$ cat src/rtl/core/csrd_pkg.sv
// Shared types and codes for the column sprite RLE decoder.
// Holds the item structs, the result codes and the controller/datapath interface.
// Depends on nothing; every other file imports it.
package csrd_pkg;

    localparam int C_MAX_WIDTH  = 1024;
    localparam int C_MAX_HEIGHT = 1024;
    localparam int C_CFG_IDX_W  = 3;
    localparam int C_CFG_DATA_W = 11;

    typedef logic [2:0] t_kind;
    localparam t_kind K_PIXEL = 3'd0;
    localparam t_kind K_FULL  = 3'd1;
    localparam t_kind K_COPY  = 3'd2;
    localparam t_kind K_DONE  = 3'd3;
    localparam t_kind K_ERROR = 3'd4;

    typedef logic [2:0] t_err;
    localparam t_err E_NONE   = 3'd0;
    localparam t_err E_CODE   = 3'd1;
    localparam t_err E_DIR    = 3'd2;
    localparam t_err E_RUN0   = 3'd3;
    localparam t_err E_YRANGE = 3'd4;
    localparam t_err E_COLOR  = 3'd5;

    typedef logic [1:0] t_cnt_op;
    localparam t_cnt_op CNT_HOLD = 2'd0;
    localparam t_cnt_op CNT_LOAD = 2'd1;
    localparam t_cnt_op CNT_DEC  = 2'd2;

    typedef logic [1:0] t_y_op;
    localparam t_y_op Y_HOLD = 2'd0;
    localparam t_y_op Y_ZERO = 2'd1;
    localparam t_y_op Y_ADD  = 2'd2;
    localparam t_y_op Y_INC  = 2'd3;

    typedef struct packed {
        logic [7:0] data_byte;
        logic       frame_start;
        logic       first_frame;
    } t_in_item;

    typedef struct packed {
        t_kind      kind;
        logic [9:0] column;
        logic [9:0] row;
        logic [7:0] color;
        t_err       error_code;
        logic       last;
    } t_out_item;

    typedef struct packed {
        logic    load;
        logic    clear;
        logic    rle_load;
        logic    run_load;
        logic    run_dec;
        logic    col_inc;
        logic    raw_inc;
        t_cnt_op col_op;
        t_cnt_op seq_op;
        t_y_op   y_op;
        logic    emit;
        t_kind   kind;
        t_err    err;
        logic    last;
    } t_dp_cmd;

    typedef struct packed {
        logic fs;
        logic ff;
        logic raw_mode;
        logic b_zero;
        logic b_one;
        logic b_ff;
        logic b_dir;
        logic b_ge_e0;
        logic rle;
        logic w_zero;
        logic h_zero;
        logic col_last;
        logic y_out;
        logic color_bad;
        logic col_zero;
        logic col_zero_dec;
        logic seq_zero;
        logic seq_zero_dec;
        logic run_last;
        logic raw_pre_last;
        logic raw_y_last;
        logic slot;
    } t_dp_status;

endpackage

$ cat src/rtl/core/csrd_datapath.sv
// Datapath of the column sprite RLE decoder: configuration registers, frame
// counters, the latched input byte and the output register.
// Depends on csrd_pkg; driven by csrd_ctrl through t_dp_cmd.
module csrd_datapath import csrd_pkg::*; #(
    parameter int RAW_PREAMBLE = 16
) (
    input  logic                    i_clk,
    input  logic                    i_rst_n,
    input  logic                    i_cfg_valid,
    output logic                    o_cfg_ready,
    input  logic [C_CFG_IDX_W-1:0]  i_cfg_index,
    input  logic [C_CFG_DATA_W-1:0] i_cfg_data,
    input  t_in_item                i_in_item,
    input  logic                    i_out_ready,
    output logic                    o_out_valid,
    output t_out_item               o_out_item,
    input  t_dp_cmd                 i_cmd,
    output t_dp_status              o_status
);

    localparam int RAW_W = (RAW_PREAMBLE < 2) ? 1 : $clog2(RAW_PREAMBLE + 1);
    localparam logic [RAW_W:0] PRE_END = RAW_PREAMBLE[RAW_W:0];

    localparam logic [C_CFG_IDX_W-1:0] R_WIDTH   = 3'd0;
    localparam logic [C_CFG_IDX_W-1:0] R_HEIGHT  = 3'd1;
    localparam logic [C_CFG_IDX_W-1:0] R_PALETTE = 3'd2;
    localparam logic [C_CFG_IDX_W-1:0] R_TRANSP  = 3'd3;
    localparam logic [C_CFG_IDX_W-1:0] R_RAW     = 3'd4;

    localparam logic [10:0] W_CLIP = (C_MAX_WIDTH > 2047) ? 11'h7FF : C_MAX_WIDTH[10:0];
    localparam logic [10:0] H_CLIP = (C_MAX_HEIGHT > 2047) ? 11'h7FF : C_MAX_HEIGHT[10:0];

    localparam logic [7:0] B_RUN_MIN = 8'hE0;
    localparam logic [7:0] B_EMPTY   = 8'hFF;
    localparam logic [7:0] B_PLAIN   = 8'h00;
    localparam logic [7:0] B_RLE     = 8'h80;

    logic [10:0] r_width;
    logic [10:0] r_height;
    logic [8:0]  r_palette;
    logic [7:0]  r_transp;
    logic        r_raw_mode;

    logic [7:0]       r_byte;
    logic             r_fs;
    logic             r_ff;
    logic [10:0]      r_col;
    logic [10:0]      r_y;
    logic [7:0]       r_col_left;
    logic [7:0]       r_seq_left;
    logic             r_rle;
    logic [5:0]       r_run;
    logic [RAW_W-1:0] r_raw;
    logic             r_out_valid;
    t_out_item        r_out;

    logic [10:0]      w_eff_w;
    logic [10:0]      w_eff_h;
    logic [10:0]      w_col_next;
    logic [11:0]      w_y_sum;
    logic [11:0]      w_y_next;
    logic [RAW_W:0]   w_raw_next;
    logic [RAW_W-1:0] n_raw;
    t_out_item        w_out;

    assign o_cfg_ready = 1'b1;

    always_ff @(posedge i_clk) begin
        if (!i_rst_n) begin
            r_width    <= 11'd320;
            r_height   <= 11'd200;
            r_palette  <= 9'd256;
            r_transp   <= 8'd0;
            r_raw_mode <= 1'b0;
        end else if (i_cfg_valid) begin
            unique case (i_cfg_index)
                R_WIDTH:   r_width    <= i_cfg_data;
                R_HEIGHT:  r_height   <= i_cfg_data;
                R_PALETTE: r_palette  <= i_cfg_data[8:0];
                R_TRANSP:  r_transp   <= i_cfg_data[7:0];
                R_RAW:     r_raw_mode <= i_cfg_data[0];
                default: ;
            endcase
        end
    end

    assign w_eff_w    = (r_width < W_CLIP) ? r_width : W_CLIP;
    assign w_eff_h    = (r_height < H_CLIP) ? r_height : H_CLIP;
    assign w_col_next = r_col + 11'd1;
    assign w_y_sum    = {1'b0, r_y} + {4'b0, r_byte};
    assign w_y_next   = {1'b0, r_y} + 12'd1;
    assign w_raw_next = {1'b0, r_raw} + {{RAW_W{1'b0}}, 1'b1};

    always_comb begin
        n_raw = i_cmd.clear ? '0 : r_raw;
        if (i_cmd.raw_inc) begin
            n_raw = n_raw + {{(RAW_W-1){1'b0}}, 1'b1};
        end
    end

    always_ff @(posedge i_clk) begin
        if (i_cmd.load) begin
            r_byte <= i_in_item.data_byte;
            r_fs   <= i_in_item.frame_start;
            r_ff   <= i_in_item.first_frame;
        end
        r_raw <= n_raw;
        if (i_cmd.clear) begin
            r_col      <= '0;
            r_y        <= '0;
            r_col_left <= '0;
            r_seq_left <= '0;
            r_rle      <= 1'b0;
            r_run      <= '0;
        end else begin
            if (i_cmd.col_inc) begin
                r_col <= w_col_next;
            end
            unique case (i_cmd.y_op)
                Y_HOLD: ;
                Y_ZERO: r_y <= '0;
                Y_ADD:  r_y <= w_y_sum[11] ? 11'h7FF : w_y_sum[10:0];
                Y_INC:  r_y <= w_y_next[10:0];
                default: ;
            endcase
            unique case (i_cmd.col_op)
                CNT_LOAD: r_col_left <= r_byte;
                CNT_DEC:  if (r_col_left != 8'd0) r_col_left <= r_col_left - 8'd1;
                default: ;
            endcase
            unique case (i_cmd.seq_op)
                CNT_LOAD: r_seq_left <= r_byte;
                CNT_DEC:  if (r_seq_left != 8'd0) r_seq_left <= r_seq_left - 8'd1;
                default: ;
            endcase
            if (i_cmd.rle_load) begin
                r_rle <= r_byte[7];
            end
            if (i_cmd.run_load) begin
                r_run <= {1'b0, r_byte[4:0]} + 6'd1;
            end else if (i_cmd.run_dec) begin
                r_run <= r_run - 6'd1;
            end
        end
    end

    always_comb begin
        w_out            = '0;
        w_out.kind       = i_cmd.kind;
        w_out.error_code = i_cmd.err;
        w_out.last       = i_cmd.last;
        if (i_cmd.kind == K_PIXEL) begin
            w_out.column = r_col[9:0];
            w_out.row    = r_y[9:0];
            w_out.color  = r_byte;
        end else if (i_cmd.kind == K_FULL) begin
            w_out.color  = r_transp;
        end
    end

    always_ff @(posedge i_clk) begin
        if (!i_rst_n) begin
            r_out_valid <= 1'b0;
        end else if (i_cmd.emit) begin
            r_out_valid <= 1'b1;
        end else if (i_out_ready) begin
            r_out_valid <= 1'b0;
        end
    end

    always_ff @(posedge i_clk) begin
        if (i_cmd.emit) begin
            r_out <= w_out;
        end
    end

    assign o_out_valid = r_out_valid;
    assign o_out_item  = r_out;

    assign o_status.fs           = r_fs;
    assign o_status.ff           = r_ff;
    assign o_status.raw_mode     = r_raw_mode;
    assign o_status.b_zero       = (r_byte == B_PLAIN);
    assign o_status.b_one        = (r_byte == 8'd1);
    assign o_status.b_ff         = (r_byte == B_EMPTY);
    assign o_status.b_dir        = (r_byte == B_PLAIN) || (r_byte == B_RLE);
    assign o_status.b_ge_e0      = (r_byte >= B_RUN_MIN);
    assign o_status.rle          = r_rle;
    assign o_status.w_zero       = (w_eff_w == 11'd0);
    assign o_status.h_zero       = (w_eff_h == 11'd0);
    assign o_status.col_last     = (w_col_next >= w_eff_w);
    assign o_status.y_out        = (r_y >= w_eff_h);
    assign o_status.color_bad    = ({1'b0, r_byte} >= r_palette);
    assign o_status.col_zero     = (r_col_left == 8'd0);
    assign o_status.col_zero_dec = (r_col_left <= 8'd1);
    assign o_status.seq_zero     = (r_seq_left == 8'd0);
    assign o_status.seq_zero_dec = (r_seq_left <= 8'd1);
    assign o_status.run_last     = (r_run == 6'd1);
    assign o_status.raw_pre_last = (w_raw_next >= PRE_END);
    assign o_status.raw_y_last   = (w_y_next >= {1'b0, w_eff_h});
    assign o_status.slot         = !r_out_valid || i_out_ready;

endmodule

$ cat src/rtl/core/csrd_ctrl.sv
// Controller of the column sprite RLE decoder: frame phase and item sequencing.
// Depends on csrd_pkg; commands csrd_datapath and reads its status.
module csrd_ctrl import csrd_pkg::*; #(
    parameter int RAW_PREAMBLE = 16
) (
    input  logic       i_clk,
    input  logic       i_rst_n,
    input  logic       i_in_valid,
    output logic       o_in_ready,
    input  t_dp_status i_status,
    output t_dp_cmd    o_cmd
);

    localparam logic [2:0] U_WAIT = 3'd0;
    localparam logic [2:0] U_EXEC = 3'd1;
    localparam logic [2:0] U_RUN  = 3'd2;
    localparam logic [2:0] U_RAW  = 3'd3;
    localparam logic [2:0] U_DONE = 3'd4;

    localparam logic [3:0] PH_IDLE   = 4'd0;
    localparam logic [3:0] PH_DIR    = 4'd1;
    localparam logic [3:0] PH_ROWB   = 4'd2;
    localparam logic [3:0] PH_SEQ    = 4'd3;
    localparam logic [3:0] PH_DELTA  = 4'd4;
    localparam logic [3:0] PH_PIX    = 4'd5;
    localparam logic [3:0] PH_RUN    = 4'd6;
    localparam logic [3:0] PH_RAWPRE = 4'd7;
    localparam logic [3:0] PH_RAWPIX = 4'd8;
    localparam logic [3:0] PH_DONE   = 4'd9;

    localparam bit PRE_NONE = (RAW_PREAMBLE == 0);
    localparam bit PRE_ONE  = (RAW_PREAMBLE == 1);

    logic [2:0] r_ustate;
    logic [2:0] n_ustate;
    logic [3:0] r_phase;
    logic [3:0] n_phase;
    logic       w_raw_step;

    always_ff @(posedge i_clk) begin
        if (!i_rst_n) begin
            r_ustate <= U_WAIT;
            r_phase  <= PH_IDLE;
        end else begin
            r_ustate <= n_ustate;
            r_phase  <= n_phase;
        end
    end

    assign o_in_ready = (r_ustate == U_WAIT);

    always_comb begin
        n_ustate   = r_ustate;
        n_phase    = r_phase;
        o_cmd      = '0;
        w_raw_step = 1'b0;
        unique case (r_ustate)
            U_WAIT: begin
                if (i_in_valid) begin
                    o_cmd.load = 1'b1;
                    n_ustate   = U_EXEC;
                end
            end
            U_EXEC: begin
                if (i_status.slot) begin
                    n_ustate = U_WAIT;
                    if (i_status.fs) begin
                        o_cmd.clear = 1'b1;
                        if (i_status.raw_mode) begin
                            o_cmd.emit = 1'b1;
                            o_cmd.kind = K_FULL;
                            if (PRE_NONE) begin
                                n_phase  = PH_RAWPIX;
                                n_ustate = U_RAW;
                            end else begin
                                o_cmd.last    = 1'b1;
                                o_cmd.raw_inc = 1'b1;
                                n_phase       = PRE_ONE ? PH_RAWPIX : PH_RAWPRE;
                            end
                        end else if (i_status.b_one || (i_status.b_zero && !i_status.ff)) begin
                            o_cmd.emit = 1'b1;
                            o_cmd.kind = i_status.b_one ? K_FULL : K_COPY;
                            if (i_status.w_zero) begin
                                n_phase  = PH_DONE;
                                n_ustate = U_DONE;
                            end else begin
                                o_cmd.last = 1'b1;
                                n_phase    = PH_DIR;
                            end
                        end else begin
                            o_cmd.emit = 1'b1;
                            o_cmd.kind = K_ERROR;
                            o_cmd.err  = E_CODE;
                            o_cmd.last = 1'b1;
                            n_phase    = PH_DONE;
                        end
                    end else begin
                        unique case (r_phase)
                            PH_DIR: begin
                                priority if (i_status.b_ff) begin
                                    o_cmd.col_inc = 1'b1;
                                    if (i_status.col_last) begin
                                        o_cmd.emit = 1'b1;
                                        o_cmd.kind = K_DONE;
                                        o_cmd.last = 1'b1;
                                        n_phase    = PH_DONE;
                                    end else begin
                                        n_phase = PH_DIR;
                                    end
                                end else if (i_status.b_dir) begin
                                    o_cmd.rle_load = 1'b1;
                                    n_phase        = PH_ROWB;
                                end else begin
                                    o_cmd.emit = 1'b1;
                                    o_cmd.kind = K_ERROR;
                                    o_cmd.err  = E_DIR;
                                    o_cmd.last = 1'b1;
                                    n_phase    = PH_DONE;
                                end
                            end
                            PH_ROWB: begin
                                o_cmd.col_op = CNT_LOAD;
                                o_cmd.y_op   = Y_ZERO;
                                if (i_status.b_zero) begin
                                    o_cmd.col_inc = 1'b1;
                                    if (i_status.col_last) begin
                                        o_cmd.emit = 1'b1;
                                        o_cmd.kind = K_DONE;
                                        o_cmd.last = 1'b1;
                                        n_phase    = PH_DONE;
                                    end else begin
                                        n_phase = PH_DIR;
                                    end
                                end else begin
                                    n_phase = PH_SEQ;
                                end
                            end
                            PH_SEQ: begin
                                o_cmd.col_op = CNT_DEC;
                                o_cmd.seq_op = CNT_LOAD;
                                n_phase      = PH_DELTA;
                            end
                            PH_DELTA: begin
                                o_cmd.col_op = CNT_DEC;
                                o_cmd.y_op   = Y_ADD;
                                if (!i_status.seq_zero) begin
                                    n_phase = PH_PIX;
                                end else if (!i_status.col_zero_dec) begin
                                    n_phase = PH_SEQ;
                                end else begin
                                    o_cmd.col_inc = 1'b1;
                                    if (i_status.col_last) begin
                                        o_cmd.emit = 1'b1;
                                        o_cmd.kind = K_DONE;
                                        o_cmd.last = 1'b1;
                                        n_phase    = PH_DONE;
                                    end else begin
                                        n_phase = PH_DIR;
                                    end
                                end
                            end
                            PH_PIX: begin
                                o_cmd.col_op = CNT_DEC;
                                o_cmd.seq_op = CNT_DEC;
                                priority if (i_status.rle && i_status.b_ge_e0) begin
                                    o_cmd.run_load = 1'b1;
                                    n_phase        = PH_RUN;
                                end else if (i_status.y_out) begin
                                    o_cmd.emit = 1'b1;
                                    o_cmd.kind = K_ERROR;
                                    o_cmd.err  = E_YRANGE;
                                    o_cmd.last = 1'b1;
                                    n_phase    = PH_DONE;
                                end else if (i_status.color_bad) begin
                                    o_cmd.emit = 1'b1;
                                    o_cmd.kind = K_ERROR;
                                    o_cmd.err  = E_COLOR;
                                    o_cmd.last = 1'b1;
                                    n_phase    = PH_DONE;
                                end else begin
                                    o_cmd.emit = 1'b1;
                                    o_cmd.kind = K_PIXEL;
                                    o_cmd.y_op = Y_INC;
                                    o_cmd.last = 1'b1;
                                    if (i_status.seq_zero_dec) begin
                                        if (!i_status.col_zero_dec) begin
                                            n_phase = PH_SEQ;
                                        end else begin
                                            o_cmd.col_inc = 1'b1;
                                            if (i_status.col_last) begin
                                                o_cmd.last = 1'b0;
                                                n_phase    = PH_DONE;
                                                n_ustate   = U_DONE;
                                            end else begin
                                                n_phase = PH_DIR;
                                            end
                                        end
                                    end
                                end
                            end
                            PH_RUN: begin
                                o_cmd.col_op = CNT_DEC;
                                o_cmd.seq_op = CNT_DEC;
                                n_ustate     = U_RUN;
                            end
                            PH_RAWPRE: begin
                                o_cmd.raw_inc = 1'b1;
                                if (i_status.raw_pre_last) begin
                                    n_phase = PH_RAWPIX;
                                end
                            end
                            PH_RAWPIX: begin
                                w_raw_step = 1'b1;
                            end
                            default: ;
                        endcase
                    end
                end
            end
            U_RAW: begin
                if (i_status.slot) begin
                    n_ustate   = U_WAIT;
                    w_raw_step = 1'b1;
                end
            end
            U_RUN: begin
                if (i_status.slot) begin
                    n_ustate = U_WAIT;
                    priority if (i_status.b_zero) begin
                        o_cmd.emit = 1'b1;
                        o_cmd.kind = K_ERROR;
                        o_cmd.err  = E_RUN0;
                        o_cmd.last = 1'b1;
                        n_phase    = PH_DONE;
                    end else if (i_status.y_out) begin
                        o_cmd.emit = 1'b1;
                        o_cmd.kind = K_ERROR;
                        o_cmd.err  = E_YRANGE;
                        o_cmd.last = 1'b1;
                        n_phase    = PH_DONE;
                    end else if (i_status.color_bad) begin
                        o_cmd.emit = 1'b1;
                        o_cmd.kind = K_ERROR;
                        o_cmd.err  = E_COLOR;
                        o_cmd.last = 1'b1;
                        n_phase    = PH_DONE;
                    end else begin
                        o_cmd.emit    = 1'b1;
                        o_cmd.kind    = K_PIXEL;
                        o_cmd.y_op    = Y_INC;
                        o_cmd.run_dec = 1'b1;
                        if (!i_status.run_last) begin
                            n_ustate = U_RUN;
                        end else begin
                            o_cmd.last = 1'b1;
                            if (!i_status.seq_zero) begin
                                n_phase = PH_PIX;
                            end else if (!i_status.col_zero) begin
                                n_phase = PH_SEQ;
                            end else begin
                                o_cmd.col_inc = 1'b1;
                                if (i_status.col_last) begin
                                    o_cmd.last = 1'b0;
                                    n_phase    = PH_DONE;
                                    n_ustate   = U_DONE;
                                end else begin
                                    n_phase = PH_DIR;
                                end
                            end
                        end
                    end
                end
            end
            U_DONE: begin
                if (i_status.slot) begin
                    o_cmd.emit = 1'b1;
                    o_cmd.kind = K_DONE;
                    o_cmd.last = 1'b1;
                    n_ustate   = U_WAIT;
                end
            end
            default: begin
                n_ustate = U_WAIT;
            end
        endcase

        if (w_raw_step) begin
            o_cmd.emit = 1'b1;
            o_cmd.last = 1'b1;
            if (i_status.w_zero || i_status.h_zero) begin
                o_cmd.kind = K_DONE;
                n_phase    = PH_DONE;
            end else begin
                o_cmd.kind = K_PIXEL;
                if (i_status.raw_y_last) begin
                    o_cmd.y_op    = Y_ZERO;
                    o_cmd.col_inc = 1'b1;
                    if (i_status.col_last) begin
                        o_cmd.last = 1'b0;
                        n_phase    = PH_DONE;
                        n_ustate   = U_DONE;
                    end
                end else begin
                    o_cmd.y_op = Y_INC;
                end
            end
        end
    end

endmodule

$ cat src/rtl/core/column_sprite_rle_decoder.sv
// Top level of the column sprite RLE decoder.
// Joins csrd_ctrl and csrd_datapath; types and codes come from csrd_pkg.
//
// Channel  Dir  Handshake                  Payload
// in       in   i_in_valid / o_in_ready    i_in_item (t_in_item)
// out      out  o_out_valid / i_out_ready  o_out_item (t_out_item)
// cfg      in   i_cfg_valid / o_cfg_ready  i_cfg_index, i_cfg_data
//
// A byte is latched in the wait state and decoded in the execute state; a byte that
// causes further results (such as a run byte) holds off new input until they are issued.
// The controller sequences one byte at a time; the output register holds one result.
// A stalled output register holds the controller in place; nothing is dropped.
// Reset is synchronous and loads the register defaults; there is no clearing pass.
module column_sprite_rle_decoder import csrd_pkg::*; #(
    parameter int RAW_PREAMBLE = 16
) (
    input  logic                    i_clk,
    input  logic                    i_rst_n,
    input  logic                    i_in_valid,
    output logic                    o_in_ready,
    input  t_in_item                i_in_item,
    output logic                    o_out_valid,
    input  logic                    i_out_ready,
    output t_out_item               o_out_item,
    input  logic                    i_cfg_valid,
    output logic                    o_cfg_ready,
    input  logic [C_CFG_IDX_W-1:0]  i_cfg_index,
    input  logic [C_CFG_DATA_W-1:0] i_cfg_data
);

    t_dp_cmd    w_cmd;
    t_dp_status w_status;

    csrd_ctrl #(
        .RAW_PREAMBLE(RAW_PREAMBLE)
    ) u_ctrl (
        .i_clk      (i_clk),
        .i_rst_n    (i_rst_n),
        .i_in_valid (i_in_valid),
        .o_in_ready (o_in_ready),
        .i_status   (w_status),
        .o_cmd      (w_cmd)
    );

    csrd_datapath #(
        .RAW_PREAMBLE(RAW_PREAMBLE)
    ) u_datapath (
        .i_clk       (i_clk),
        .i_rst_n     (i_rst_n),
        .i_cfg_valid (i_cfg_valid),
        .o_cfg_ready (o_cfg_ready),
        .i_cfg_index (i_cfg_index),
        .i_cfg_data  (i_cfg_data),
        .i_in_item   (i_in_item),
        .i_out_ready (i_out_ready),
        .o_out_valid (o_out_valid),
        .o_out_item  (o_out_item),
        .i_cmd       (w_cmd),
        .o_status    (w_status)
    );

    a_one_item_at_a_time: assert property (
        @(posedge i_clk) disable iff (!i_rst_n)
        (i_in_valid && o_in_ready) |=> !o_in_ready
    ) else $error("input taken while the previous item is still in work");

    a_no_ready_mid_item: assert property (
        @(posedge i_clk) disable iff (!i_rst_n)
        (o_out_valid && !o_out_item.last) |-> !o_in_ready
    ) else $error("input ready while results of an item are still pending");

    a_error_code_match: assert property (
        @(posedge i_clk) disable iff (!i_rst_n)
        o_out_valid |-> ((o_out_item.kind == K_ERROR) == (o_out_item.error_code != E_NONE))
    ) else $error("error code does not match result kind");

    a_coords_only_on_pixel: assert property (
        @(posedge i_clk) disable iff (!i_rst_n)
        (o_out_valid && (o_out_item.kind != K_PIXEL))
            |-> (o_out_item.column == 10'd0 && o_out_item.row == 10'd0)
    ) else $error("coordinates set on a result that is not a pixel");

endmodule
$ cat config.mk
export PLATFORM = sky130hd
export DESIGN_NAME = column_sprite_rle_decoder
export DESIGN_NICKNAME = d
export VERILOG_FILES = /design/src/rtl/core/csrd_pkg.sv /design/src/rtl/core/csrd_datapath.sv /design/src/rtl/core/csrd_ctrl.sv /design/src/rtl/core/column_sprite_rle_decoder.sv
export SDC_FILE = /design/constraint.sdc
export NUM_CORES = 1
export LEC_CHECK = 0
export BUFFER_PORTS_ARGS = -buffer_cell sky130_fd_sc_hd__clkbuf_2
export CELL_PAD_IN_SITES_DETAIL_PLACEMENT = 0
export CELL_PAD_IN_SITES_GLOBAL_PLACEMENT = 1
export CORE_ASPECT_RATIO = 1.75
export CORE_MARGIN = 5
export CORE_UTILIZATION = 46
export DETAILED_ROUTE_END_ITERATION = 7
export PLACE_DENSITY_LB_ADDON = 0.08
export SYNTH_ARGS = -nofsm -noshare
export SYNTH_HDL_FRONTEND = slang
export SYNTH_SLANG_ARGS = --single-unit
$ cat constraint.sdc
create_clock -name i_clk -period 5.46 [get_ports i_clk]
set_clock_uncertainty 0.2 [all_clocks]
set_input_delay 0.819 -clock i_clk [delete_from_list [all_inputs] [get_ports i_clk]]
set_output_delay 0.819 -clock i_clk [all_outputs]
set_load 0.01 [all_outputs]
Yosys cells after proc, flatten, opt, wreduce, memory -nomap -nowiden --
Index checks and enable logic that the tools add are counted.
Word-level totals: bits in registers 143, bits of input ports 29
Cells by class: add/sub/neg operators 9, $lt $le $gt $ge 10, equal/unequal tests 30, muxes and demuxes 172, reductions and logical operators 33
Operator list (number):
- 4-bit two-way mux | 33
- 3-bit two-way mux | 32
- 8-bit two-way mux | 9
- 1-bit two-way mux | 53
- 11-bit two-way mux | 3
- 11-bit one-hot mux with 3 select lines | 1
- 8-bit one-hot mux with 2 select lines | 2
- 8-bit logical NOT | 3
- 2-bit two-way mux | 12
- 6-bit two-way mux | 4
- 4-bit one-hot mux with 6 select lines | 1
- 11-bit >= comparator | 2
- 11-bit logical NOT | 2
- 11-bit less-than comparator, second input constant | 2
- 10-bit two-way mux | 2
- 3-bit one-hot mux with 2 select lines | 3
- 4-bit by 3-bit equality test with 1-bit output, second input constant | 4
- 8-bit equality test, second input constant | 2
- 8-bit by 1-bit <= comparator with 1-bit output, second input constant | 2
- 16-bit two-way mux | 1
- 4-bit one-hot mux with 4 select lines | 1
- 8-bit nonzero test | 2
- 8-bit by 1-bit subtractor with 8-bit output, second input constant | 2
- 5-bit two-way mux | 3
- other kinds (38) | 73

Depth between registers and ports, before layout --
Gate-level depths: netlist of the first run.
depth after elaboration 18, gate-level depth with buffers 16

Modules after synthesis --
A second synthesis of the first run with hierarchy kept.
Second synthesis, totals: cell total of the unflattened synthesis 1056, area, all modules 9105.0 um^2
By module, submodules not included:
- csrd_datapath | instances 1, cells an instance 845, area an instance 7738.7 um^2
- csrd_ctrl | instances 1, cells an instance 211, area an instance 1366.3 um^2

Least setup slack after synthesis of the first run --
OpenSTA, ideal clock, no wires.
path kind flip-flop to flip-flop, start register u_ctrl.r_phase[1], end register u_datapath.r_out (netlist bit u_datapath.o_out_item[0]) (enable), library setup time 0.476 ns, arrival 3.641 ns, required time 4.784 ns, slack 1.144 ns, cell stages (with the launch flop) 7, buffers on the path 0, cells stage by stage dfxtp_1 or4b_1 nand2_1 a21oi_1 nor2_1 nor2_1 o21ai_0
RTL lines:
- start, declared | line csrd_ctrl.sv:36 | logic [3:0] r_phase;
- start signal, assigned | line csrd_ctrl.sv:46 | r_phase <= n_phase;
- end signal, assigned | line csrd_datapath.sv:173 | r_out <= w_out;
- end, declared | line csrd_datapath.sv:55 | t_out_item r_out;

==> reports/qor.yml, run 1 <==
cts_buffers: 17
slew_headroom_pct: 38.0
synth_top_area_share_pct: 22.4
drc_errors: 0
grt_max_degree: 39
setup_tns_ps: 0
cts.clk_slew.worst_paths_ps: 60
die_w_um: 114
crit_required_ps: 5330
drtIter0Drc: 424
synth-seq-cells: 143
synth_edf_count: 45
final_antenna_net_count: 0
postRouteWirelength_mm: 27.6
drive_above_1_share_pct: 10.8
fillerInstances: 1861
slew_violations: 0
seq_area_mm2: 0.00331
fmax_mhz: 250
rows: 66
die_h_um: 193
status: "completed"
synth_ff_type: "dfxtp_1"
start_util_pct: 47.0
rsz0062_at_grt: "no"
clkSinkCount: 143
yosysSeqAreaShare_pct: 37.8
min_period_ps: 3990
hpwlAfterDp_mm: 20.9
final_cells: 1333
htreeDepth: 4
grt_use_total_pct: 25.8
antenna_found_initial: 0
powerDensity_mw_per_mm2: 285
vdd_drop_max_mv: 0.162
multiInputGateArea_mm2: 0.00515
p_clk_share_pct: 42.3
syn_area_mm2: 0.00877
whs_ps: 253
synthCells: 1033
root_buffer: "clkbuf_16"
core_mm2: 0.0187
worst_slew_pin_slew_ps: 923
via_count: 7998
tritoncts: "done"
synth_area_per_cell_um2: 8.49
p_leak_nw: 3.94
whs_path_depth: 2
synth_cell_types: 82
worst_ep_arrival_time_ps: 3860
mostFrequentLayoutCell: "nand2_1"
dpl.cell_count: 1301
worstSetupStartpointType: "flip-flop"
drt_first_pass_iters: 6
io_pins: 67
r2r_setup_slack_ps: 1470
grt_pass1_wl_mm: 43.1
async_flop_share_pct: 0
cts_hold_buf: 0
r2r_cells: 15
wl_per_cell_um: 20.7
mostFrequentLayoutCells: "nand2_1 (172), dfxtp_1 (98), nor2_1 (73)"
hp-class: "reg -> reg"
post_cts_resized: 0
pwr-share-comb_pct: 14.5
p_sw_w: 0.000770
crit_fanout: 35
design.die.area_mm2: 0.0220
ys_warn_count: 0
hold_viol: 0
swShare_pct: 27.3
area_growth_pct: 12.7
gp_congestion: 0.927
finalCritPeriodShare_pct: 73.1
clock_latency_ps: 430
final_nets: 1173
worstSetupPathType: "reg -> reg"
synth.area.top_cells: "dfxtp_1 (22%), edfxtp_1 (15%), ha_1 (8.7%), nand2_1 (7.4%), a21oi_1 (3.9%)"
cap_viol_max_count: 0
diodes: 0
post-cts-setup-buffers: 0
clockBufferDepth: 2
grt.overflow.total: 0
port_buffers: 65
finalSetupViolCount: 0
grt_pass1_vias: 7923
synth_nets: 1124
p_int_w: 0.00205
synth_top_area_cell: "dfxtp_1"
seq_power_share_pct: 43.2
crit_path_end_kind: "flip-flop"
viasPerCell: 6.00
[power groups by stage]
stage                     Combinational [W]  Clock [W]  Sequential, W
after floorplan                    0.000288          0        0.00121
after detailed placement           0.000408          0        0.00124
after global routing               0.000457    0.00126        0.00122
after global placement             0.000408          0        0.00124
after CTS                          0.000411    0.00121        0.00122
final                              0.000410    0.00119        0.00122
[Yosys cell counts (18+ instances only)]
cell and number:
nor2_1 74, o21ai_0 45, clkbuf_1 34, o21ai_1 21
nand3_1 36, xnor2_1 19, ha_1 61, a31oi_1 18
a21oi_1 69, inv_1 29, nand2_1 172, dfxtp_1 98
edfxtp_1 45, and2_1 34, nor3_1 18
[registers in the layout (all words and copies together), names as in the netlist, 9 cells and up]
name	flops
u_datapath.r_width	11
u_datapath.r_palette	9
u_datapath.r_y	11
u_datapath.r_height	11
u_datapath.o_out_item	35
u_datapath.r_col	11
[critical path: stages (launching register included)]
cell and delay [ps]:
dfxtp_1 430, ha_1 240, nand3_1 160, nor2_1 210
nand2_1 140, xnor2_1 160, ha_1 300, nand4_1 90
nor2_1 200, a2111oi_4 100, o21ai_2 400, nand2_1 100
nand2_1 140, o21ai_1 170, o21ai_4 100, buf_4 440
[kinds of logic after synthesis]
kind of cell               Yosys count  synth area share [%]
and+or+nand+nor                    430                  23.8
AOI/OAI and AO/OA                  279                  21.6
DFF                                143                  37.8
buffers and inverters               77                  3.62
adders and majority gates           62                  8.93
xor gates and xnor gates            34                  3.40
muxes                                7                 0.813
other                                1                0.0428
[layout make-up]
cell class                      count  share of cell area [%]
Clock inverter                      4                   0.760
Tap cell                          238                    3.01
Timing Repair Buffer               74                    3.98
Sequential cell                   143                    33.5
Multi-Input combinational cell    813                    52.1
Inverter                           33                    1.25
Clock buffer                       28                    5.34
[per-stage QoR]
step / setup slack (ps) / total power [W] / utilization, % / instance area (µm²)
final: 1470 / 0.00282 / 53.0 / 9880
after global routing: 1130 / 0.00294 / 53.0 / 9880
after CTS: 1480 / 0.00284 / 53.0 / 9880
after detailed placement: 1490 / 0.00165 / 49.7 / 9280
after global placement: 1560 / 0.00165 / 49.7 / 9280
after floorplan: 1140 / 0.00150 / - / 8770
[path summary, 6_finish.rpt]
path                      startpoint                         to
max              u_datapath.r_col[0]  u_datapath.o_out_item[10]
min          u_datapath.r_palette[3]    u_datapath.r_palette[3]
max reg2reg      u_datapath.r_col[0]  u_datapath.o_out_item[10]
min reg2reg  u_datapath.r_palette[3]    u_datapath.r_palette[3]
[routing by layer]
layer	wire, µm	GRT usage [%]	vias up
li1	-	-	3872
met1	9920	26.0	3822
met2	15200	48.3	204
met3	907	3.92	100
met4	1640	16.4	0
met5	0	0	-
(Power assumes the default switching activity.)
==> run 2, diff against run 1 <==
--- a/config.mk
+++ b/config.mk
@@ -5,12 +5,13 @@
 export SDC_FILE = /design/constraint.sdc
 export NUM_CORES = 1
 export LEC_CHECK = 0
+export ABC_AREA = 1
 export BUFFER_PORTS_ARGS = -buffer_cell sky130_fd_sc_hd__clkbuf_2
 export CELL_PAD_IN_SITES_DETAIL_PLACEMENT = 0
 export CELL_PAD_IN_SITES_GLOBAL_PLACEMENT = 1
 export CORE_ASPECT_RATIO = 1.75
 export CORE_MARGIN = 5
-export CORE_UTILIZATION = 46
+export CORE_UTILIZATION = 41
 export DETAILED_ROUTE_END_ITERATION = 7
 export PLACE_DENSITY_LB_ADDON = 0.08
 export SYNTH_ARGS = -nofsm -noshare
==> constraint.sdc (replaced) <==
create_clock -name i_clk -period 3.65 [get_ports i_clk]
set_clock_uncertainty 0.2 [all_clocks]
set_input_delay 0.5475 -clock i_clk [delete_from_list [all_inputs] [get_ports i_clk]]
set_output_delay 0.5475 -clock i_clk [all_outputs]
set_load 0.01 [all_outputs]
==> run 2 against run 1 <==
  * The flow now finishes with violations (DRC)
  * Critical path depth is 4 higher
  * Area after synthesis up 5.1%
  * Maximum frequency is 17% higher
  * Synthesized cell count up 23%
  * Wire length rose by 7.5%
  * Global-route usage down 2.1 points
  * Sequential power grew 52%
  * Critical path type unchanged
  * Critical endpoint is now u_datapath.o_out_item[28]
  * Largest cell class unchanged
  * Highest routed layer unchanged
==> reports/qor.yml, run 2 <==
via_count: 8635
crit_path_end_kind: "flip-flop"
worstSetupPathType: "reg -> reg"
powerDensity_mw_per_mm2: 425
slew_headroom_pct: 43.0
drc_errors: 2
mostFrequentLayoutCells: "nand2_1 (266), inv_1 (159), nor2_1 (122)"
vdd_drop_max_mv: 0.292
hold_viol: 0
synth_area_per_cell_um2: 7.25
synth_ff_type: "dfxtp_1"
synth_top_area_cell: "dfxtp_1"
finalSetupViolCount: 0
status: "complete, but fails checks"
grt.overflow.total: 0
p_leak_nw: 5.07
synth_nets: 1363
hp-class: "in -> reg"
setup_tns_ps: 0
synth.area.top_cells: "dfxtp_1 (21%), edfxtp_1 (15%), nand2_1 (11%), ha_1 (8.3%), inv_1 (6.6%)"
crit_path_start: "u_datapath.r_col[1]"
final_area_mm2: 0.0108
yosysMostFrequentCell: "nand2_1"
viasPerCell: 5.17
diodes: 0
worst_slew_pin_slew_ps: 855
final_antenna_net_count: 0
fin_util_pct: 48.6
io_pins: 67
rsz0062_at_grt: "yes"
cts.clk_slew.worst_paths_ps: 60
core_mm2: 0.0222
postRouteWirelength_mm: 29.7
async_flop_share_pct: 0
crit_end: "u_datapath.o_out_item[28]"
grt_max_degree: 45
final_nets: 1452
violations: "DRC"
cap_viol_max_count: 0
r2r_cells: 19
cp_num_cells: 19
r2r_setup_slack_ps: 230
largest_reg_flops: 35
fmax_mhz: 292
antenna_found_initial: 0
worst_ep_arrival_time_ps: 3480
crit_top_cell: "nand2_1"
clkSinkCount: 143
synth_common_cells: "nand2_1 (267), inv_1 (161), nor2_1 (126)"
root_buffer: "clkbuf_16"
finalCritPeriodShare_pct: 93.8
port_buffers: 65
htreeDepth: 4
mostFrequentLayoutCell: "nand2_1"
syn_area_mm2: 0.00922
die_w_um: 123
cp.buffers_inverters: 2
synthCells: 1272
path_cells: "ha_2, nand3_1, nor2_2, nand3_2, nor2_1, nand2_1, xor2_1, inv_1, ha_1, a21oi_1, o21a_1, nand4_1, o21ai_2, nand2_1, nand2_1, nand3_2, nor2_4, inv_4, nor3_1"
clock_latency_ps: 430
design.die.area_mm2: 0.0257
critPathTopFamily: "simple AND/OR/NAND/NOR gates"
die_h_um: 208
worstSetupStartpointType: "flip-flop"
tritoncts: "done"
hpwlAfterDp_mm: 23.5
r2r-end: "u_datapath.o_out_item[28]"
start_util_pct: 41.6
gp_congestion: 0.936
grt_pass1_vias: 8673
synth-seq-cells: 143
rows: 72
yosysSeqAreaShare_pct: 35.9
drt_first_pass_iters: 8
ys_warn_count: 0
crit_fanout: 15
cts_buffers: 17
area_growth_pct: 16.8
wl_per_cell_um: 17.8
drive_above_1_share_pct: 15.9
crit_required_ps: 3710
min_period_ps: 3420
slew_violations: 0
synth_top_area_share_pct: 21.3
slowest_stage: "dfxtp_2"
placed_area_mm2: 0.00998
synth_edf_count: 45
synth_cell_types: 54
drtIter0Drc: 579
grt_use_total_pct: 23.7
clockBufferDepth: 2
rr_startpoint: "u_datapath.r_col[1]"
grt_pass1_wl_mm: 46.6
slowest_delay_ps: 350
-- run 2: changes by cell type after synthesis, moves of 26 or more --
| cell | before | now |
|---|---|---|
| inv_1 | 29 | 161 |
| o21ai_0 | 45 | 90 |
| nand3_1 | 36 | 90 |
| nor2_1 | 74 | 126 |
| nand2_1 | 172 | 267 |
| nand4_1 | 12 | 38 |
| and2_1 | 34 | 0 |
-- run 2: what timing repair did --
item,4_1_cts,5_1_grt
gates cloned,0,2
hold buffers,0,0
setup buffers,1,6
pin swaps,1,3
gates resized for setup,0,35
endpoints found under the setup margin,2,90
-- run 2: report_power, final --
group	switching, W	internal [W]	total [W]	leakage, nW
Combinational	0.000619	0.000323	0.000942	3.54
Clock	0.000746	0.00104	0.00179	0.302
Sequential	0.0000946	0.00175	0.00185	1.22
Total	0.00146	0.00312	0.00458	5.07
-- run 2: cell type report --
type | count | area (µm²)
Fill cell | 2373 | 11400
Inverter | 172 | 661
Tap cell | 296 | 370
Sequential cell | 143 | 3320
Clock inverter | 12 | 120
Timing Repair Buffer | 109 | 672
Timing Repair inverter | 1 | 7.51
Clock buffer | 20 | 483
Multi-Input combinational cell | 917 | 5140
-- run 2: how the worst min path moves through the flow --
stage / from / to / slack [ps] / cells past startpoint
finish: i_in_item[4] / u_datapath.r_byte[2] / 90 / 1
global route: i_in_item[1] / u_datapath.r_fs / 70 / 1
CTS: i_in_item[4] / u_datapath.r_byte[2] / 80 / 1
detailed placement: u_datapath.r_transp[3] / u_datapath.r_transp[3] / 240 / 2
global placement: u_datapath.r_transp[3] / u_datapath.r_transp[3] / 240 / 2
floorplan: u_datapath.r_transp[0] / u_datapath.r_transp[0] / 220 / 2
-- run 2: cell families (layout without fill, tap and decap cells) --
logic type | count (synthesis) | after routing | synth area share [%]
compound gates | 217 | 217 | 13.0
xor+xnor | 35 | 35 | 3.33
other cells | 1 | 1 | 0.0407
flops | 143 | 143 | 35.9
buf+inv | 212 | 314 | 9.55
simple gates | 602 | 602 | 29.7
fa+ha+maj | 62 | 62 | 8.50
-- run 2: per-layer routing --
metal	vias up	routed length, µm	track usage [%]
li1	4405	-	-
met1	3983	11400	25.9
met2	169	16100	43.5
met3	78	794	3.51
met4	0	1450	11.2
met5	-	0	0
-- run 2: through the flow --
| stage | power (W) | hold slack [ps] | std cells | setup slack (ps) |
|---|---|---|---|---|
| global placement | 0.00280 | 238 | 1629 | 121 |
| CTS | 0.00460 | 75.5 | 1662 | 33.1 |
| finish | 0.00458 | 88.6 | 1670 | 225 |
| detailed placement | 0.00280 | 244 | 1629 | 8.83 |
| floorplan | 0.00248 | 224 | 1272 | 125 |
| global route | 0.00481 | 74.8 | 1670 | -31.4 |
==> run 3, diff against run 2 <==
--- a/config.mk
+++ b/config.mk
@@ -14,6 +14,8 @@
 export CORE_UTILIZATION = 41
 export DETAILED_ROUTE_END_ITERATION = 7
 export PLACE_DENSITY_LB_ADDON = 0.08
+export SETUP_SLACK_MARGIN = 0.4
+export SKIP_CTS_REPAIR_TIMING = 1
 export SYNTH_ARGS = -nofsm -noshare
 export SYNTH_HDL_FRONTEND = slang
 export SYNTH_SLANG_ARGS = --single-unit
==> run 3 against run 2 <==
  * The flow now finishes without violations
  * Worst setup slack improved by 130 ps
  * Clock-buffer cell count decreased by 2
  * Largest power group unchanged
  * Critical path depth increased by 1
  * Wire length increased by 3.1%
  * Global-route usage increased by 0.51 points
  * Cell count increased by 0.72%
  * Die area unchanged
  * Sequential share of layout area decreased by 0.69 points
  * Final area increased by 2.9%
==> reports/qor.yml, run 3 (same netlist as run 2, synthesis figures left out) <==
status: "completed"
worstSetupStartpointType: "flip-flop"
gp_congestion: 0.963
grt_use_total_pct: 24.2
fillerInstances: 2346
drc_errors: 0
p_int_w: 0.00312
fmax_mhz: 303
htreeDepth: 4
final_nets: 1464
crit_fanout: 8
grt.overflow.total: 0
pwr-share-comb_pct: 21.4
grt_max_degree: 45
die_h_um: 208
p_sw_w: 0.00150
final_antenna_net_count: 0
port_buffers: 65
p_clk_share_pct: 38.8
vdd_drop_max_mv: 0.307
worst_ep_arrival_time_ps: 3400
finalSetupViolCount: 0
diodes: 0
clockBufferDepth: 2
crit_path_end_kind: "flip-flop"
p_leak_nw: 5.16
swShare_pct: 32.5
rsz0062_at_grt: "yes"
hold_viol: 0
rows: 72
mostFrequentLayoutCell: "nand2_1"
via_count: 8827
hp-class: "in -> reg"
drt_first_pass_iters: 5
final_area_mm2: 0.0111
cts_buffers: 17
hpwlAfterDp_mm: 24.0
root_buffer: "clkbuf_16"
slew_violations: 0
drtIter0Drc: 529
clkSinkCount: 143
crit_required_ps: 3750
worstSetupPathType: "reg -> reg"
wl_per_cell_um: 18.2
placed_area_mm2: 0.0100
grt_pass1_wl_mm: 47.4
dpl.cell_count: 1627
postRouteWirelength_mm: 30.6
finalCritPeriodShare_pct: 90.3
start_util_pct: 41.6
core_mm2: 0.0222
largest_reg_flops: 35
powerDensity_mw_per_mm2: 417
clock_latency_ps: 440
io_pins: 67
area_growth_pct: 20.2
seq_power_share_pct: 39.8
min_period_ps: 3300
mostFrequentLayoutCells: "nand2_1 (261), inv_1 (158), nor2_1 (120)"
grt_pass1_vias: 8715
tritoncts: "done"
antenna_found_initial: 0
final_cells: 1682
viasPerCell: 5.25
design.die.area_mm2: 0.0257
slew_headroom_pct: 44.7
cap_viol_max_count: 0
worst_slew_pin_slew_ps: 829
die_w_um: 123
cts.clk_slew.worst_paths_ps: 60
drive_above_1_share_pct: 18.6
## run 3: changes by cell type in the layout (fill, tap and decap cells not counted), moves of 3 or more
cell / previous run / this run
nand2_1: 266 / 261
clkinvlp_4: 3 / 6
nand3_1: 86 / 72
o21ai_0: 89 / 86
nor3_2: 10 / 7
buf_4: 42 / 48
dfxtp_4: 0 / 6
dfxtp_2: 5 / 2
nand3_4: 3 / 8
nand3_2: 10 / 19
ha_4: 0 / 3
buf_6: 1 / 5
nand2_2: 4 / 8
dfxtp_1: 93 / 90
## run 3: path summary, 6_finish.rpt
path | start | to | slack, ps | cells past startpoint
min | i_in_item[2] | u_datapath.r_byte[0] | 80 | 1
min reg2reg | u_datapath.r_transp[1] | u_datapath.r_transp[1] | 250 | 2
max reg2reg | u_datapath.r_col[0] | u_datapath.o_out_item[9] | 350 | 20
max | u_datapath.r_col[0] | u_datapath.o_out_item[9] | 350 | 20
## run 3: routing by layer
metal	wire length [µm]	track usage, %	vias to the layer above
met3	953	3.61	72
met2	16700	45.8	184
met5	0	0	-
met1	11500	25.8	4128
li1	-	-	4443
met4	1440	10.2	0
## run 3: power by group through the flow
stage / clock [W] / sequential (W) / combinational [W]
2_1_floorplan: 0 / 0.00186 / 0.000621
3_3_place_gp: 0 / 0.00188 / 0.000944
3_5_place_dp: 0 / 0.00188 / 0.000937
4_1_cts: 0.00184 / 0.00184 / 0.000944
5_1_grt: 0.00191 / 0.00185 / 0.00110
6_report: 0.00179 / 0.00184 / 0.000989
## run 3: layout make-up
class	instances	area (µm²)	share of cell area [%]
clock buffers	18	439	3.96
clock inverters	14	156	1.41
inverters	172	666	6.01
multi-input cells	917	5330	48.1
flip-flops and latches	143	3340	30.1
well taps	296	370	3.34
repair buffers	119	762	6.88
repair inverters	3	20.0	0.181
## run 3: per-stage QoR
stage	setup slack [ps]	hold WS (ps)	util (%)	TNS, ps	total power, W
2_1_floorplan	361	224	-	0	0.00248
3_5_place_dp	12.2	237	45.1	0	0.00281
4_1_cts	-11.5	63.4	47.8	-20.4	0.00462
5_1_grt	172	64.6	50.0	0	0.00486
3_3_place_gp	21.9	235	45.1	0	0.00282
6_report	354	79.2	50.0	0	0.00463
## run 3: worst max-delay path, stage by stage, from the launching register on
cell and delay, ps:
dfxtp_4 390, ha_4 160, nand3_4 80, nor2_4 110, nand3_2 80, nor2_1 90
nand2_1 70, xor2_1 170, inv_1 100, ha_4 230, a21oi_2 110, o21a_1 120
nand4_1 230, o21ai_2 180, nand2_2 90, nand3_2 110, nand3_4 100, nor2_4 210
buf_6 180, nand3_2 70, nand2_1 90
